--- config.mk ---
export PLATFORM = sky130hd
export DESIGN_NAME = sliding_window_quantile_tracker_core
export DESIGN_NICKNAME = d
export VERILOG_FILES = /design/src/hw/rtl/swqt_pkg.sv /design/src/hw/rtl/swqt_ram.sv /design/src/hw/rtl/sliding_window_quantile_tracker_core.sv
export SDC_FILE = /design/constraint.sdc
export NUM_CORES = 2
export LEC_CHECK = 0
export ABC_AREA = 1
export ABC_CLOCK_PERIOD_IN_PS = 6400
export BUFFER_PORTS_ARGS = -buffer_cell sky130_fd_sc_hd__buf_2
export CAP_MARGIN = 15
export CORE_MARGIN = 10
export CORE_UTILIZATION = 40
export DETAILED_ROUTE_END_ITERATION = 8
export HOLD_SLACK_MARGIN = 0.1
export PLACE_DENSITY = 0.57
export SYNTH_ARGS = -nofsm -noshare
export SYNTH_HDL_FRONTEND = slang
export SYNTH_SLANG_ARGS = --single-unit
--- constraint.sdc ---
create_clock -name clk -period 6.4 [get_ports clk]
set_clock_uncertainty 0.15 [all_clocks]
set_input_delay 1.28 -clock clk [delete_from_list [all_inputs] [get_ports clk]]
set_output_delay 1.28 -clock clk [all_outputs]
set_load 0.005 [all_outputs]
--- src/hw/rtl/swqt_pkg.sv ---
// Shared constants for the sliding-window quantile tracker.
// Holds register indexes, fixed-point constants and rank multipliers.
// Depends on nothing.
`default_nettype none

package swqt_pkg;

    localparam int NUM_Q      = 5;
    localparam int RANK_SHIFT = 24;
    localparam int CFG_IDX_W  = 8;

    localparam logic [31:0] ONE_Q16 = 32'h0001_0000;
    localparam logic [31:0] CNT_MAX = 32'hFFFF_FFFF;

    localparam logic [CFG_IDX_W-1:0] REG_WINDOW_SIZE = 8'd0;
    localparam logic [CFG_IDX_W-1:0] REG_MIN_FILL    = 8'd1;
    localparam logic [CFG_IDX_W-1:0] REG_MED_THR     = 8'd2;
    localparam logic [CFG_IDX_W-1:0] REG_SKEW_THR    = 8'd3;

    // ceil(pct * 2^24 / 100) for pct = 10, 25, 50, 75, 90
    function automatic logic [23:0] pct_mult(input logic [2:0] k);
        logic [23:0] m;
        begin
            case (k)
                3'd0: m = 24'd1677722;
                3'd1: m = 24'd4194304;
                3'd2: m = 24'd8388608;
                3'd3: m = 24'd12582912;
                3'd4: m = 24'd15099495;
                default: m = 24'd0;
            endcase
            return m;
        end
    endfunction

endpackage

`default_nettype wire

--- src/hw/rtl/swqt_ram.sv ---
// Generic single-write, single-read RAM with registered read data.
// Depends on nothing.
`default_nettype none

module swqt_ram #(
    parameter int WIDTH = 32,
    parameter int DEPTH = 64
) (
    input  wire logic                     clk,
    input  wire logic                     we,
    input  wire logic [$clog2(DEPTH)-1:0] waddr,
    input  wire logic [WIDTH-1:0]         wdata,
    input  wire logic [$clog2(DEPTH)-1:0] raddr,
    output logic      [WIDTH-1:0]         rdata
);

    logic [WIDTH-1:0] mem [DEPTH];

    always_ff @(posedge clk)
    begin
        if (we)
        begin
            mem[waddr] <= wdata;
        end
        rdata <= mem[raddr];
    end

endmodule

`default_nettype wire

--- src/hw/rtl/sliding_window_quantile_tracker_core.sv ---
// Sliding-window quantile tracker: window RAM, rank-count selection,
// skew divider and shift detection. Uses swqt_pkg and swqt_ram.
// Result timing: once the fill requirement is met, each result waits on the
//   single RAM read port scanned once per candidate plus a 48-step divider;
//   otherwise the sample goes straight to the output stage.
// Throughput: one item at a time; the next can be taken, at the earliest, the
//   cycle after the result moves to the output register.
// Reset: all control and held state set to defaults, window RAM is never cleared.
`default_nettype none

module sliding_window_quantile_tracker_core
    import swqt_pkg::*;
#(
    parameter int MAX_WINDOW = 64
) (
    input  wire logic                 clk,
    input  wire logic                 rst_n,
    input  wire logic                 sample_valid,
    output logic                      sample_stall,
    input  wire logic signed [31:0]   sample,
    output logic                      result_valid,
    input  wire logic                 result_stall,
    output logic signed [31:0]        q10,
    output logic signed [31:0]        q25,
    output logic signed [31:0]        q50,
    output logic signed [31:0]        q75,
    output logic signed [31:0]        q90,
    output logic        [31:0]        skew_q16,
    output logic                      median_shift,
    output logic signed [31:0]        old_median,
    output logic                      skew_change,
    output logic        [31:0]        shift_count,
    output logic        [31:0]        sample_count,
    input  wire logic                 cfg_valid,
    output logic                      cfg_ready,
    input  wire logic [CFG_IDX_W-1:0] cfg_index,
    input  wire logic [31:0]          cfg_data
);

    localparam int AW = $clog2(MAX_WINDOW);
    localparam int CW = AW + 1;
    localparam int EW = (CW > 7) ? CW : 7;
    localparam logic [EW-1:0] MAXW = EW'(MAX_WINDOW);
    localparam logic [EW-1:0] MINW = EW'(8);

    typedef enum logic [9:0] {
        S_IDLE  = 10'b00_0000_0001,
        S_RANK  = 10'b00_0000_0010,
        S_CRD   = 10'b00_0000_0100,
        S_CCAP  = 10'b00_0000_1000,
        S_SCAN  = 10'b00_0001_0000,
        S_CEVAL = 10'b00_0010_0000,
        S_DINIT = 10'b00_0100_0000,
        S_DIV   = 10'b00_1000_0000,
        S_SKEW  = 10'b01_0000_0000,
        S_FIN   = 10'b10_0000_0000
    } state_t;

    state_t state_reg;

    logic [6:0]  win_size_reg;
    logic [6:0]  min_fill_reg;
    logic [30:0] med_thr_reg;
    logic [30:0] skew_thr_reg;

    logic [AW-1:0] wp_reg;
    logic [CW-1:0] fill_reg;
    logic          seeded_reg;
    logic signed [31:0] ref_med_reg;
    logic [31:0]   ref_skew_reg;
    logic signed [31:0] q_reg [NUM_Q];
    logic [31:0]   skew_reg;
    logic [31:0]   total_reg;
    logic [31:0]   shift_cnt_reg;

    logic [2:0]    k_reg;
    logic [CW-1:0] rank_reg [NUM_Q];
    logic [CW-1:0] i_reg;
    logic [CW-1:0] j_reg;
    logic [CW-1:0] lt_reg;
    logic [CW-1:0] le_reg;
    logic signed [31:0] cand_reg;

    logic [32:0]   rem_reg;
    logic [47:0]   quo_reg;
    logic [32:0]   dvs_reg;
    logic [5:0]    dcnt_reg;

    logic          ram_we;
    logic [AW-1:0] ram_raddr;
    logic [31:0]   ram_rdata;

    logic [EW-1:0] w_eff;
    logic [EW-1:0] need;
    logic [EW-1:0] fill_ext;
    logic [CW-1:0] fill_next;
    logic [EW-1:0] wp_inc;
    logic [AW-1:0] wp_next;
    logic          accept;
    logic          cfg_we;
    logic [CW+23:0] rank_prod;
    logic [CW-1:0] nm1;

    logic [32:0] upper;
    logic [32:0] lower;
    logic [33:0] rem_sh;
    logic [34:0] dsub;
    logic        dge;

    logic [32:0] med_diff;
    logic [32:0] med_abs;
    logic        med_hit;
    logic [32:0] skw_diff;
    logic [32:0] skw_abs;
    logic        skw_hit;
    logic        med_flag;
    logic        skw_flag;
    logic [31:0] shift_cnt_next;
    logic        load_out;

    always_comb
    begin
        w_eff = EW'(win_size_reg);
        if (w_eff > MAXW)
        begin
            w_eff = MAXW;
        end
        if (w_eff < MINW)
        begin
            w_eff = MINW;
        end
        need = (min_fill_reg < 7'd2) ? EW'(2) : EW'(min_fill_reg);
    end

    assign fill_ext  = EW'(fill_reg);
    assign fill_next = (fill_ext < w_eff) ? fill_reg + CW'(1) : fill_reg;
    assign wp_inc    = EW'(wp_reg) + EW'(1);
    assign wp_next   = (wp_inc == w_eff) ? '0 : wp_inc[AW-1:0];

    assign sample_stall = (state_reg != S_IDLE) || cfg_valid;
    assign accept       = sample_valid && !sample_stall;
    assign cfg_ready    = (state_reg == S_IDLE);
    assign cfg_we       = cfg_valid && cfg_ready;
    assign ram_we       = accept;

    assign nm1       = fill_reg - CW'(1);
    assign rank_prod = (CW+24)'(nm1) * (CW+24)'(pct_mult(k_reg));

    always_comb
    begin
        case (state_reg)
            S_CRD:   ram_raddr = i_reg[AW-1:0];
            S_SCAN:  ram_raddr = j_reg[AW-1:0];
            default: ram_raddr = '0;
        endcase
    end

    swqt_ram #(
        .WIDTH(32),
        .DEPTH(MAX_WINDOW)
    ) u_window (
        .clk  (clk),
        .we   (ram_we),
        .waddr(wp_reg),
        .wdata(sample),
        .raddr(ram_raddr),
        .rdata(ram_rdata)
    );

    assign upper  = {q_reg[3][31], q_reg[3]} - {q_reg[2][31], q_reg[2]};
    assign lower  = {q_reg[2][31], q_reg[2]} - {q_reg[1][31], q_reg[1]};
    assign rem_sh = {rem_reg, quo_reg[47]};
    assign dsub   = {1'b0, rem_sh} - {2'b00, dvs_reg};
    assign dge    = !dsub[34];

    assign med_diff = {q_reg[2][31], q_reg[2]} - {ref_med_reg[31], ref_med_reg};
    assign med_abs  = med_diff[32] ? (33'd0 - med_diff) : med_diff;
    assign med_hit  = med_abs > {2'b00, med_thr_reg};
    assign skw_diff = {1'b0, skew_reg} - {1'b0, ref_skew_reg};
    assign skw_abs  = skw_diff[32] ? (33'd0 - skw_diff) : skw_diff;
    assign skw_hit  = skw_abs > {2'b00, skew_thr_reg};
    assign med_flag = seeded_reg && med_hit;
    assign skw_flag = seeded_reg && skw_hit;
    assign shift_cnt_next = (med_flag && (shift_cnt_reg != CNT_MAX)) ?
                            shift_cnt_reg + 32'd1 : shift_cnt_reg;
    assign load_out = (state_reg == S_FIN) && (!result_valid || !result_stall);

    always_ff @(posedge clk or negedge rst_n)
    begin
        if (!rst_n)
        begin
            state_reg     <= S_IDLE;
            win_size_reg  <= 7'd64;
            min_fill_reg  <= 7'd8;
            med_thr_reg   <= 31'd655;
            skew_thr_reg  <= 31'd32768;
            wp_reg        <= '0;
            fill_reg      <= '0;
            seeded_reg    <= 1'b0;
            ref_med_reg   <= '0;
            ref_skew_reg  <= ONE_Q16;
            for (int k = 0; k < NUM_Q; k++)
            begin
                q_reg[k]    <= '0;
                rank_reg[k] <= '0;
            end
            skew_reg      <= ONE_Q16;
            total_reg     <= '0;
            shift_cnt_reg <= '0;
            k_reg         <= '0;
            i_reg         <= '0;
            j_reg         <= '0;
            lt_reg        <= '0;
            le_reg        <= '0;
            cand_reg      <= '0;
            rem_reg       <= '0;
            quo_reg       <= '0;
            dvs_reg       <= '0;
            dcnt_reg      <= '0;
            q10           <= '0;
            q25           <= '0;
            q50           <= '0;
            q75           <= '0;
            q90           <= '0;
            skew_q16      <= '0;
            median_shift  <= 1'b0;
            old_median    <= '0;
            skew_change   <= 1'b0;
            shift_count   <= '0;
            sample_count  <= '0;
            result_valid  <= 1'b0;
        end
        else
        begin
            if (cfg_we)
            begin
                case (cfg_index)
                    REG_WINDOW_SIZE:
                    begin
                        win_size_reg <= cfg_data[6:0];
                        wp_reg       <= '0;
                        fill_reg     <= '0;
                        seeded_reg   <= 1'b0;
                        ref_med_reg  <= '0;
                        ref_skew_reg <= ONE_Q16;
                    end
                    REG_MIN_FILL: min_fill_reg <= cfg_data[6:0];
                    REG_MED_THR:  med_thr_reg  <= cfg_data[30:0];
                    REG_SKEW_THR: skew_thr_reg <= cfg_data[30:0];
                    default: ;
                endcase
            end

            if (load_out)
            begin
                result_valid <= 1'b1;
            end
            else if (result_valid && !result_stall)
            begin
                result_valid <= 1'b0;
            end

            case (state_reg)
                S_IDLE:
                begin
                    if (accept)
                    begin
                        if (total_reg != CNT_MAX)
                        begin
                            total_reg <= total_reg + 32'd1;
                        end
                        fill_reg <= fill_next;
                        wp_reg   <= wp_next;
                        k_reg    <= '0;
                        state_reg <= (EW'(fill_next) >= need) ? S_RANK : S_FIN;
                    end
                end
                S_RANK:
                begin
                    rank_reg[k_reg] <= rank_prod[CW+23:24];
                    k_reg <= k_reg + 3'd1;
                    if (k_reg == 3'(NUM_Q - 1))
                    begin
                        i_reg     <= '0;
                        state_reg <= S_CRD;
                    end
                end
                S_CRD:
                begin
                    state_reg <= S_CCAP;
                end
                S_CCAP:
                begin
                    cand_reg  <= ram_rdata;
                    j_reg     <= '0;
                    lt_reg    <= '0;
                    le_reg    <= '0;
                    state_reg <= S_SCAN;
                end
                S_SCAN:
                begin
                    if (j_reg != '0)
                    begin
                        if ($signed(ram_rdata) < cand_reg)
                        begin
                            lt_reg <= lt_reg + CW'(1);
                        end
                        if ($signed(ram_rdata) <= cand_reg)
                        begin
                            le_reg <= le_reg + CW'(1);
                        end
                    end
                    j_reg <= j_reg + CW'(1);
                    if (j_reg == fill_reg)
                    begin
                        state_reg <= S_CEVAL;
                    end
                end
                S_CEVAL:
                begin
                    for (int k = 0; k < NUM_Q; k++)
                    begin
                        if ((lt_reg <= rank_reg[k]) && (rank_reg[k] < le_reg))
                        begin
                            q_reg[k] <= cand_reg;
                        end
                    end
                    i_reg <= i_reg + CW'(1);
                    state_reg <= (i_reg + CW'(1) == fill_reg) ? S_DINIT : S_CRD;
                end
                S_DINIT:
                begin
                    quo_reg   <= {upper[31:0], 16'd0};
                    dvs_reg   <= {1'b0, lower[31:0]} + 33'd1;
                    rem_reg   <= '0;
                    dcnt_reg  <= '0;
                    state_reg <= S_DIV;
                end
                S_DIV:
                begin
                    rem_reg  <= dge ? dsub[32:0] : rem_sh[32:0];
                    quo_reg  <= {quo_reg[46:0], dge};
                    dcnt_reg <= dcnt_reg + 6'd1;
                    if (dcnt_reg == 6'd47)
                    begin
                        state_reg <= S_SKEW;
                    end
                end
                S_SKEW:
                begin
                    skew_reg  <= (quo_reg[47:32] != 16'd0) ? CNT_MAX : quo_reg[31:0];
                    state_reg <= S_FIN;
                end
                S_FIN:
                begin
                    if (load_out)
                    begin
                        median_shift  <= med_flag;
                        skew_change   <= skw_flag;
                        old_median    <= med_flag ? ref_med_reg : '0;
                        shift_cnt_reg <= shift_cnt_next;
                        shift_count   <= shift_cnt_next;
                        if (!seeded_reg || med_hit)
                        begin
                            ref_med_reg <= q_reg[2];
                        end
                        if (!seeded_reg || skw_hit)
                        begin
                            ref_skew_reg <= skew_reg;
                        end
                        seeded_reg   <= 1'b1;
                        q10          <= q_reg[0];
                        q25          <= q_reg[1];
                        q50          <= q_reg[2];
                        q75          <= q_reg[3];
                        q90          <= q_reg[4];
                        skew_q16     <= skew_reg;
                        sample_count <= total_reg;
                        state_reg    <= S_IDLE;
                    end
                end
                default:
                begin
                    state_reg <= S_IDLE;
                end
            endcase
        end
    end

    assert property (@(posedge clk) disable iff (!rst_n) fill_ext <= w_eff)
        else $error("fill count beyond window");

    assert property (@(posedge clk) disable iff (!rst_n) EW'(wp_reg) < w_eff)
        else $error("write pointer beyond window");

    assert property (@(posedge clk) disable iff (!rst_n)
        (state_reg == S_SCAN) |-> (j_reg <= fill_reg))
        else $error("scan index beyond fill");

    assert property (@(posedge clk) disable iff (!rst_n)
        accept |=> (state_reg != S_IDLE))
        else $error("accepted item left no work");

endmodule

`default_nettype wire

==> results.toml <==
[sta]
fin_crit_ps = 5960
fmax_ghz = 0.168
setup_ws_ps = 444
tightest_slew_ps = 1180
finalCritPeriodShare_pct = 93.1
maxSlewViolCount = 0
relSlewSlack_pct = 21.2
hold_viol = 0
finalSetupViolCount = 0

[worst_setup_path]
r2r_slack_ps = 440
crit_path_max_fanout = 7
r2r_start = "fill_ext[1]$_DFF_PN0_"
reg2regPathDepth = 22
path_class = "flip-flop to flip-flop"
cp-start-kind = "flip-flop"
cp_data_required_time_ps = 7010
r2r-end = "rank_reg[11]$_DFFE_PN0P_"
endpoint_kind = "flip-flop"
critical_path_arrival_ps = 6560

[clock_network]
postCtsSetupBuffers = 0
cts_buffers = 327
ctsHoldBuffers = 0
clock_latency_ps = 940
clock_sinks = 2977
cts_htree_levels = 5
clk_pin_slew_worst_paths_ps = 60
clockBufferDepth = 4
cts_tree = "done"
post_cts_resize_count = 0
root_buffer = "clkbuf_16"

[cells_and_area]
num-fill-cells = 31900
area_delta_synth_final_pct = 13.6
largest_register_ffs = 2048
nNetsFinal = 14100
stdcell_count = 18400
layout-drive-gt1-share_pct = 9.67
final_util_pct = 45.7

[pwr]
p_sw_share_pct = 34.5
power.total_w = 0.0590
ir_drop_mv = 0.713
pwr-share-seq_pct = 37.8
p_switching_w = 0.0204
pwr-share-comb_pct = 30.3
clkPwrFrac_pct = 31.8
powerDensity_nw_per_um2 = 379
p_int_w = 0.0386
cellLeakagePower_nw = 61.9

[die]
die_h_um = 606
io_pins = 370
dieArea_um2 = 367000
start_util_pct = 40.3
core-area_um2 = 341000
rows = 214
die_w_um = 606

[synth]
yosys-top-cells-count = "nand2_1 (2161), edfxtp_1 (2048), nor2_1 (1739)"
synth.largest_area_cell = "edfxtp_1"
synth_nets = 13800
syn_inst = 13300
yosysUniqueCellTypes = 69
synth.area.top_cells = "edfxtp_1 (45%), dfrtp_1 (16%), o21ai_0 (6.2%)"
syn_avg_cell_area_um2 = 10.3
synth-edff-count = 2048
synth_most_common_cell = "nand2_1"
yosysWarnings = 0
synthArstFlopShare_pct = 30.1
synth_seq_cells = 2977
synth_ff_type = "edfxtp_1"
netlist_area_um2 = 137000
ys_seq_area_share_pct = 61.7
synth_top_area_share_pct = 44.8

[grt]
grt_max_degree = 177
antenna_found_initial = 44
grt_first_pass_wirelength_mm = 620
grt_pass1_vias = 95200
grt_usage_pct = 22.0
overflow = 0

[placed_design]
dp_slack_ps = 215
place_inst = 17800
hpwl_mm = 272
gp_congestion = 0.921
numPortBuffers = 368

[flow_run]
maxCapViolCount = 0

[route]
via_per_inst = 5.43
wirelength_mm = 418
drcViolationCount = 0
wl_per_cell_um = 22.7
drtIter0Drc = 8945
firstDrtPassIters = 6
ant_nets = 0
vias = 100000

[worst_hold_path]
holdCritPathClass = "input pin to asynchronous set/reset pin"

[status]
status = "completed"
-- layout make-up --
type	count	area (um2)	share of cell area (%)
multi-input cells	8554	46300	29.7
repair buffers	625	4290	2.76
diodes	7	17.5	0.0112
clock buffers	435	9060	5.82
well taps	4536	5680	3.64
inverters	1137	4300	2.76
flip-flops and latches	2977	84600	54.3
clock inverters	151	1490	0.957
-- through the flow --
stage                     setup TNS [ps]  hold WS [ps]  cell area, um2
final                                  0           271          156000
after CTS                              0           238          156000
after floorplan                        0           292          137000
after global placement                 0           301          145000
after global routing                -132           285          156000
after detailed placement               0           303          145000
-- critical path, cell delays in order (launching register included) --
cell and delay, ps:
dfrtp_1 450, inv_1 140, ha_1 190, nand3_1 110, nor3_1 280, xor2_2 190
nor2_2 290, fa_1 500, fa_1 530, inv_1 60, fa_1 510, inv_1 60
fa_1 420, ha_1 340, a21oi_1 120, o21ai_0 100, buf_4 150, nand3_1 140
a21oi_1 80, o21ai_0 360, nand3_1 350, nand3_1 200, o21ai_0 90
-- power by group through the flow --
stage / Sequential [W] / Clock, W / Combinational [W]
finish: 0.0223 / 0.0188 / 0.0179
global route: 0.0224 / 0.0199 / 0.0204
CTS: 0.0223 / 0.0191 / 0.0178
detailed placement: 0.0227 / 0 / 0.0177
global placement: 0.0227 / 0 / 0.0176
floorplan: 0.0225 / 0 / 0.0121
-- kinds of logic (layout without fill, tap and decap cells) --
family	Yosys count	in the layout	synth area share (%)
other	0	7	0
buffers and inverters	1770	2348	5.01
DFF	2977	2977	61.7
AOI/OAI and AO/OA	3131	3131	13.2
xor gates and xnor gates	223	223	1.42
muxes	40	40	0.328
adders and majority gates	450	450	4.43
and+or+nand+nor	4710	4710	14.0
-- how the worst max path moves through the flow --
| stage | from | endpoint | slack (ps) | cells after the start |
|---|---|---|---|---|
| CTS | k_reg[0]$_DFFE_PN0P_ | rank_reg[34]$_DFFE_PN0P_ | 200 | 21 |
| global placement | k_reg[0]$_DFFE_PN0P_ | rank_reg[13]$_DFFE_PN0P_ | 230 | 21 |
| finish | fill_ext[1]$_DFF_PN0_ | rank_reg[11]$_DFFE_PN0P_ | 440 | 22 |
| global route | fill_ext[1]$_DFF_PN0_ | rank_reg[33]$_DFFE_PN0P_ | -40 | 24 |
| detailed placement | k_reg[0]$_DFFE_PN0P_ | rank_reg[34]$_DFFE_PN0P_ | 210 | 21 |
| floorplan | fill_ext[0]$_DFF_PN0_ | rank_reg[12]$_DFFE_PN0P_ | 810 | 23 |
-- routing by layer --
layer	vias up	GRT usage (%)	part of all wire, %
met1	49100	29.9	43
met5	-	0	0.016
li1	47200	-	-
met2	3031	36.5	47
met3	661	3.00	6.0
met4	10	6.88	3.4
-- cell usage in the layout (no fill, tap or decap), types with 184 or more instances in the layout --
master     instances
nand3_1          421
o21ai_0         1694
a21oi_1          316
edfxtp_1        2048
ha_1             391
nand2_1         2159
clkbuf_16        339
dfrtp_1          885
inv_1           1119
buf_4            216
nor2_1          1670
o211ai_1         290
buf_2            367
o221ai_1         184
o22ai_1          364
(Power assumes the default switching activity.)
